[src/rag_pkg.sv]
`default_nettype none
package rag_pkg;

  localparam int VALUE_WIDTH = 32;
  localparam int WIDE_WIDTH = 64;
  localparam int CNT_WIDTH = 7;

  localparam logic [1:0] FUNC_LOAD = 2'd0;
  localparam logic [1:0] FUNC_ADD = 2'd1;

  localparam logic [1:0] ERR_NONE = 2'd0;
  localparam logic [1:0] ERR_ZERO_DEN = 2'd1;
  localparam logic [1:0] ERR_OVERFLOW = 2'd2;

  typedef enum logic [3:0] {
    ST_IDLE,
    ST_PREP,
    ST_MUL,
    ST_SUM,
    ST_GCD,
    ST_DIVN,
    ST_DIVD,
    ST_FIT,
    ST_CMP,
    ST_OUT
  } state_t;

  typedef struct packed {
    logic capture;
    logic prep;
    logic mul;
    logic sum;
    logic gcd_step;
    logic div_start_num;
    logic div_start_den;
    logic div_step;
    logic div_save_num;
    logic fit;
    logic cmp;
    logic load_out;
  } cmd_t;

  typedef struct packed {
    logic zero_den;
    logic do_update;
    logic gcd_done;
    logic div_done;
  } status_t;

endpackage
`default_nettype wire

[src/rag_ctrl.sv]
`default_nettype none
module rag_ctrl
  import rag_pkg::*;
(
  input  wire logic    clk,
  input  wire logic    rst,
  input  wire logic    in_valid,
  output logic         in_ready,
  output logic         out_valid,
  input  wire logic    out_ready,
  input  wire status_t status,
  output cmd_t         cmd
);

  state_t state, state_next;
  logic   div_den, div_den_next;
  logic   out_valid_next;

  always_ff @(posedge clk) begin
    if (rst) begin
      state <= ST_IDLE;
      div_den <= 1'b0;
      out_valid <= 1'b0;
    end else begin
      state <= state_next;
      div_den <= div_den_next;
      out_valid <= out_valid_next;
    end
  end

  always_comb begin
    state_next = state;
    div_den_next = div_den;
    out_valid_next = out_valid && !out_ready;
    cmd = '0;
    in_ready = 1'b0;
    case (state)
      ST_IDLE: begin
        in_ready = 1'b1;
        if (in_valid) begin
          cmd.capture = 1'b1;
          state_next = ST_PREP;
        end
      end
      ST_PREP: begin
        cmd.prep = 1'b1;
        state_next = ST_MUL;
      end
      ST_MUL: begin
        cmd.mul = 1'b1;
        if (status.zero_den || !status.do_update) begin
          state_next = ST_CMP;
        end else begin
          state_next = ST_SUM;
        end
      end
      ST_SUM: begin
        cmd.sum = 1'b1;
        state_next = ST_GCD;
      end
      ST_GCD: begin
        if (status.gcd_done) begin
          cmd.div_start_num = 1'b1;
          div_den_next = 1'b0;
          state_next = ST_DIVN;
        end else begin
          cmd.gcd_step = 1'b1;
        end
      end
      ST_DIVN: begin
        if (status.div_done) begin
          cmd.div_save_num = 1'b1;
          cmd.div_start_den = 1'b1;
          state_next = ST_DIVD;
        end else begin
          cmd.div_step = 1'b1;
        end
      end
      ST_DIVD: begin
        if (status.div_done) begin
          state_next = ST_FIT;
        end else begin
          cmd.div_step = 1'b1;
        end
      end
      ST_FIT: begin
        cmd.fit = 1'b1;
        div_den_next = 1'b1;
        state_next = ST_PREP;
      end
      ST_CMP: begin
        cmd.cmp = 1'b1;
        state_next = ST_OUT;
      end
      ST_OUT: begin
        if (!out_valid || out_ready) begin
          cmd.load_out = 1'b1;
          out_valid_next = 1'b1;
          div_den_next = 1'b0;
          state_next = ST_IDLE;
        end
      end
      default: state_next = ST_IDLE;
    endcase
    // After a fit the products are formed again against the new value.
    if (state == ST_MUL && div_den) begin
      state_next = ST_CMP;
    end
  end

  a_cmd_capture_idle: assert property (@(posedge clk) disable iff (rst)
    cmd.capture |-> state == ST_IDLE) else $error("capture outside idle");
  a_out_hold: assert property (@(posedge clk) disable iff (rst)
    out_valid && !out_ready |=> out_valid) else $error("result dropped");
  a_load_after_cmp: assert property (@(posedge clk) disable iff (rst)
    cmd.load_out |-> $past(state) == ST_CMP || $past(state) == ST_OUT)
    else $error("result without compare");

endmodule
`default_nettype wire

[config.mk]
export PLATFORM = sky130hd
export DESIGN_NAME = rag_ctrl
export DESIGN_NICKNAME = d
export VERILOG_FILES = /design/src/rag_pkg.sv /design/src/rag_ctrl.sv
export SDC_FILE = /design/constraint.sdc
export NUM_CORES = 1
export LEC_CHECK = 0
export ABC_AREA = 1
export BUFFER_PORTS_ARGS = -buffer_cell sky130_fd_sc_hd__buf_2
export CAP_MARGIN = 20
export CORE_MARGIN = 1.5
export CORE_UTILIZATION = 35
export DETAILED_ROUTE_END_ITERATION = 8
export PLACE_DENSITY = 0.67
export SLEW_MARGIN = 20
export SYNTH_ARGS = -nofsm -noshare
export SYNTH_HDL_FRONTEND = slang
export SYNTH_SLANG_ARGS = --single-unit
export TNS_END_PERCENT = 20
[constraint.sdc]
create_clock -name clk -period 1.5 [get_ports clk]
set_input_delay 0.075 -clock clk [delete_from_list [all_inputs] [get_ports clk]]
set_output_delay 0.075 -clock clk [all_outputs]
set_load 0.1 [all_outputs]
Yosys cells after proc, flatten, opt, wreduce, memory -nomap -nowiden
Index checks and enable logic that the tools add are counted.
{"block": "op_classes", "eq_ne": 19, "muxes": 30, "n_reduce_logical": 14}
{"operator": "$pmux 4 s10", "count": 1}
{"operator": "$mux 4", "count": 7}
{"operator": "$mux 1", "count": 20}
{"operator": "$eq 4x3->1 const B", "count": 4}
{"operator": "$ne 3x3->1 const B", "count": 5}
{"operator": "$ne 2x2->1 const B", "count": 5}
{"operator": "$reduce_and 5->1", "count": 2}
{"operator": "$eq 4x2->1 const B", "count": 2}
{"operator": "$eq 4x4->1 const B", "count": 2}
{"operator": "$eq 4x1->1 const B", "count": 1}
{"operator": "$logic_not 4->1", "count": 1}
{"operator": "$reduce_or 2->1", "count": 2}
{"operator": "$logic_not 1->1", "count": 3}
{"operator": "$pmux 1 s3", "count": 1}
{"operator": "$reduce_and 3->1", "count": 1}
{"operator": "$reduce_bool 3->1", "count": 1}
{"operator": "$logic_and 1x1->1", "count": 2}
{"operator": "$logic_or 1x1->1", "count": 2}
{"operator": "$mux 2", "count": 1}
{"block": "word_totals", "ff_bits": 6, "inputBits": 8, "out_inout_bits": 14, "wordCells": 67}

Depth between registers and ports, before layout
{"block": "depth", "ltp_word": 5, "ltp_mapped": 9, "mapped_depth_nobuf": 9}

Worst setup path before layout
OpenSTA, ideal clock, no wires.
{"block": "synth_timing", "path_kind": "register to output", "startpoint": "register out_valid", "endpoint": "output cmd[0] in the netlist's numbering", "t_arrival_ps": 3657, "required_ps": 1425, "setup_slack_ps": -2232, "stages_incl_launch_ff": 4, "path_buffers": 0, "path_cell_list": "dfxtp_1 inv_1 nor2_1 nor4_1"}
{"item": "from (decl)", "line_no": "rag_ctrl.sv:9", "source": "output logic out_valid,"}
{"item": "from (signal assigned)", "line_no": "rag_ctrl.sv:27", "source": "out_valid <= out_valid_next;"}
{"item": "to (decl)", "line_no": "rag_ctrl.sv:12", "source": "output cmd_t cmd"}

==> flow_summary.ini <==
[setup_path]
crit_path_cell_trace = inv_2 -> nand2_4 -> nand4_2 -> inv_1 -> buf_12
cp_num_buf_inv = 3
critPathCaptureType = primary output
path_delay_family = flip-flops
worstPathMaxFanout = 6
critPathLaunchType = flip-flop
critPathRequiredTime_ns = 1.42
cp_slowest_stage_delay_ns = 0.41
crit_arrival_ns = 1.34
slowest_stage = dfxtp_2
critPathKind = reg -> out

[route]
drtPass1Iterations = 6
wirelength_um = 1420
routedWlPerCell_um = 11.9
viasPerCell = 5.03
vias = 598
drcViolationCount = 0
drtIter0Drc = 13
ant_nets = 0

[cts]
ctsRootBufferMaster = clkbuf_4
clock_path_buffers = 2
clk_latency_ns = 0.24
cts.sinks = 6
post_cts_buffers = 0
clkTransAtPathRegs_ns = 0.04
cts_max_level = 1
numCtsBuffers = 3
cts_tree = built

[hold_path]
hold_path.class = in -> reg

[placed_design]
io_buffer_count = 21
dp_hpwl_um = 1170
routabilityCongestion = 0.914
pre_cts_ws_ns = 0.172

[floorplanning]
dieArea_um2 = 1650
die_w_um = 40.6
dieHeight_um = 40.6
core_um2 = 1320
io_pins = 22
start_util = 0.376
rows = 13

[synthesis]
ys_seq_area_frac = 0.242
syn_area_per_cell_um2 = 6.04
yosysUniqueCellTypes = 20
syn_area_um2 = 495
ys.warnings.count = 0
synth_seq_cells = 6
synthCells = 82
syn-num-nets = 90

[grt]
grt_max_degree = 7
antenna_found_initial = 0
grt_first_pass_wirelength_um = 2180
grt_pass1_vias = 520
grt_util_all_layers = 0.206
grt_remaining_overflow = 0

[status]
status = finished, final reports clean

[sta]
rsz0062_at_grt = no
finalHoldViolCount = 0
worst_pin_slew_ns = 0.489
skew_ns = 0.000810
slew_headroom = 0.677
setup_violations = 0
setup_ws_ns = 0.0894
min_period_over_period = 0.940
holdWs_ns = 0.0344
fin_crit_ns = 1.41
slew_viol_final = 0
max_freq_mhz = 709

[finish]
area_delta_synth_final_pct = 80.3
drive_gt1_frac = 0.500
layout.nets = 114
diodes = 0
fillers = 117

[power]
pwr-share-comb = 0.784
peakVddDrop_mv = 1.40
p_total_mw = 1.92
power_density_nw_per_um2 = 2150
switching_share = 0.602
p_seq_frac = 0.138
switchingPower_mw = 1.16
clock_power_share = 0.078
leakage_nw = 0.437
internal_power_mw = 0.765

[run]
drv_cap = 0
## final timing paths
path	slack, ns	endpoint	depth (start not counted)	start
setup / recovery	0.09	cmd[4]	5	state[0]
hold / removal	0.03	state[3]	2	rst
setup reg to reg	0.18	state[0]	8	state[2]
hold reg to reg	0.49	div_den	2	div_den
## through the flow
step / setup TNS, ns / cell area, µm² / std cells / utilization
floorplan: -2.19 / 578 / 82 / -
global placement: 0 / 870 / 116 / 0.660
detailed placement: 0 / 870 / 116 / 0.660
CTS: 0 / 893 / 119 / 0.678
global route: 0 / 893 / 119 / 0.678
finish: 0 / 893 / 119 / 0.678
## cells by family (layout without fill, tap and decap cells)
family,Yosys count,count (layout),share of synthesized area
AO/OA/AOI/OAI,6,6,0.0656
buffers and inverters,19,41,0.159
flip-flops,6,6,0.242
AND/OR/NAND/NOR,51,51,0.533
## layout make-up
class / count / area [µm²] / area share
timing repair buffer: 21 / 300 / 0.336
tap: 15 / 18.8 / 0.0210
clock buffer: 3 / 22.5 / 0.0252
inverter: 17 / 66.3 / 0.0742
sequential: 6 / 125 / 0.140
multi-input combinational: 57 / 360 / 0.403
## synthesized netlist by cell type, drive strengths merged
cell	instances	area (µm²)
a21oi	3	15.0
buf	2	15.0
dfxtp	6	120
inv	17	63.8
nand2	17	91.3
nand3	5	25.0
nand4	2	18.8
nor2	20	87.6
nor3	6	35.0
nor4	1	6.26
o21ai	2	10.0
o21bai	1	7.51
## registers in the layout, summed over array words and instances, names as in the netlist
name / count
div_den: 1
out_valid: 1
state: 4
## per-layer routing
layer | up-vias | share of wire | track usage
met5 | - | 0 | 0
met4 | 0 | 0.0092 | 0.0750
met3 | 4 | 0.055 | 0.0815
met2 | 21 | 0.52 | 0.325
met1 | 270 | 0.42 | 0.252
li1 | 303 | - | -
## cells in the final DEF (no fill, tap or decap), types with 2 or more instances in the layout
cell	Yosys	final
a21oi_1	3	3
nand2_1	10	10
nor2_1	17	15
nand3_1	5	5
inv_1	11	11
dfxtp_2	0	4
nor2_2	2	3
nor2_4	1	2
nor3_4	0	3
inv_2	6	5
nand2_4	2	3
clkbuf_4	0	3
nor3_1	5	2
buf_12	0	13
buf_2	0	8
dfxtp_1	6	2
nand2_2	5	4
## power by group through the flow
stage / clock network, mW / registers, mW / logic [mW]
after detailed placement: 0 / 0.265 / 1.51
after global placement: 0 / 0.260 / 1.49
after CTS: 0.152 / 0.266 / 1.51
after floorplan: 0 / 0.264 / 1.06
final: 0.149 / 0.266 / 1.51
after global routing: 0.165 / 0.270 / 1.58
## worst register-to-register path: stages (launching register included)
cell	delay (ns)
dfxtp_2	0.36
inv_2	0.09
nand2_2	0.13
nor3_4	0.27
nand2_1	0.12
nand2_1	0.11
inv_2	0.04
nand2_1	0.06
nor2_1	0.04
## timing repair
item,CTS,global route
setup endpoints to repair,3,1
resized for setup,1,0
hold buffers,0,0
hold endpoints to repair,0,0
pin swaps,0,1
(Power assumes the default switching activity.)
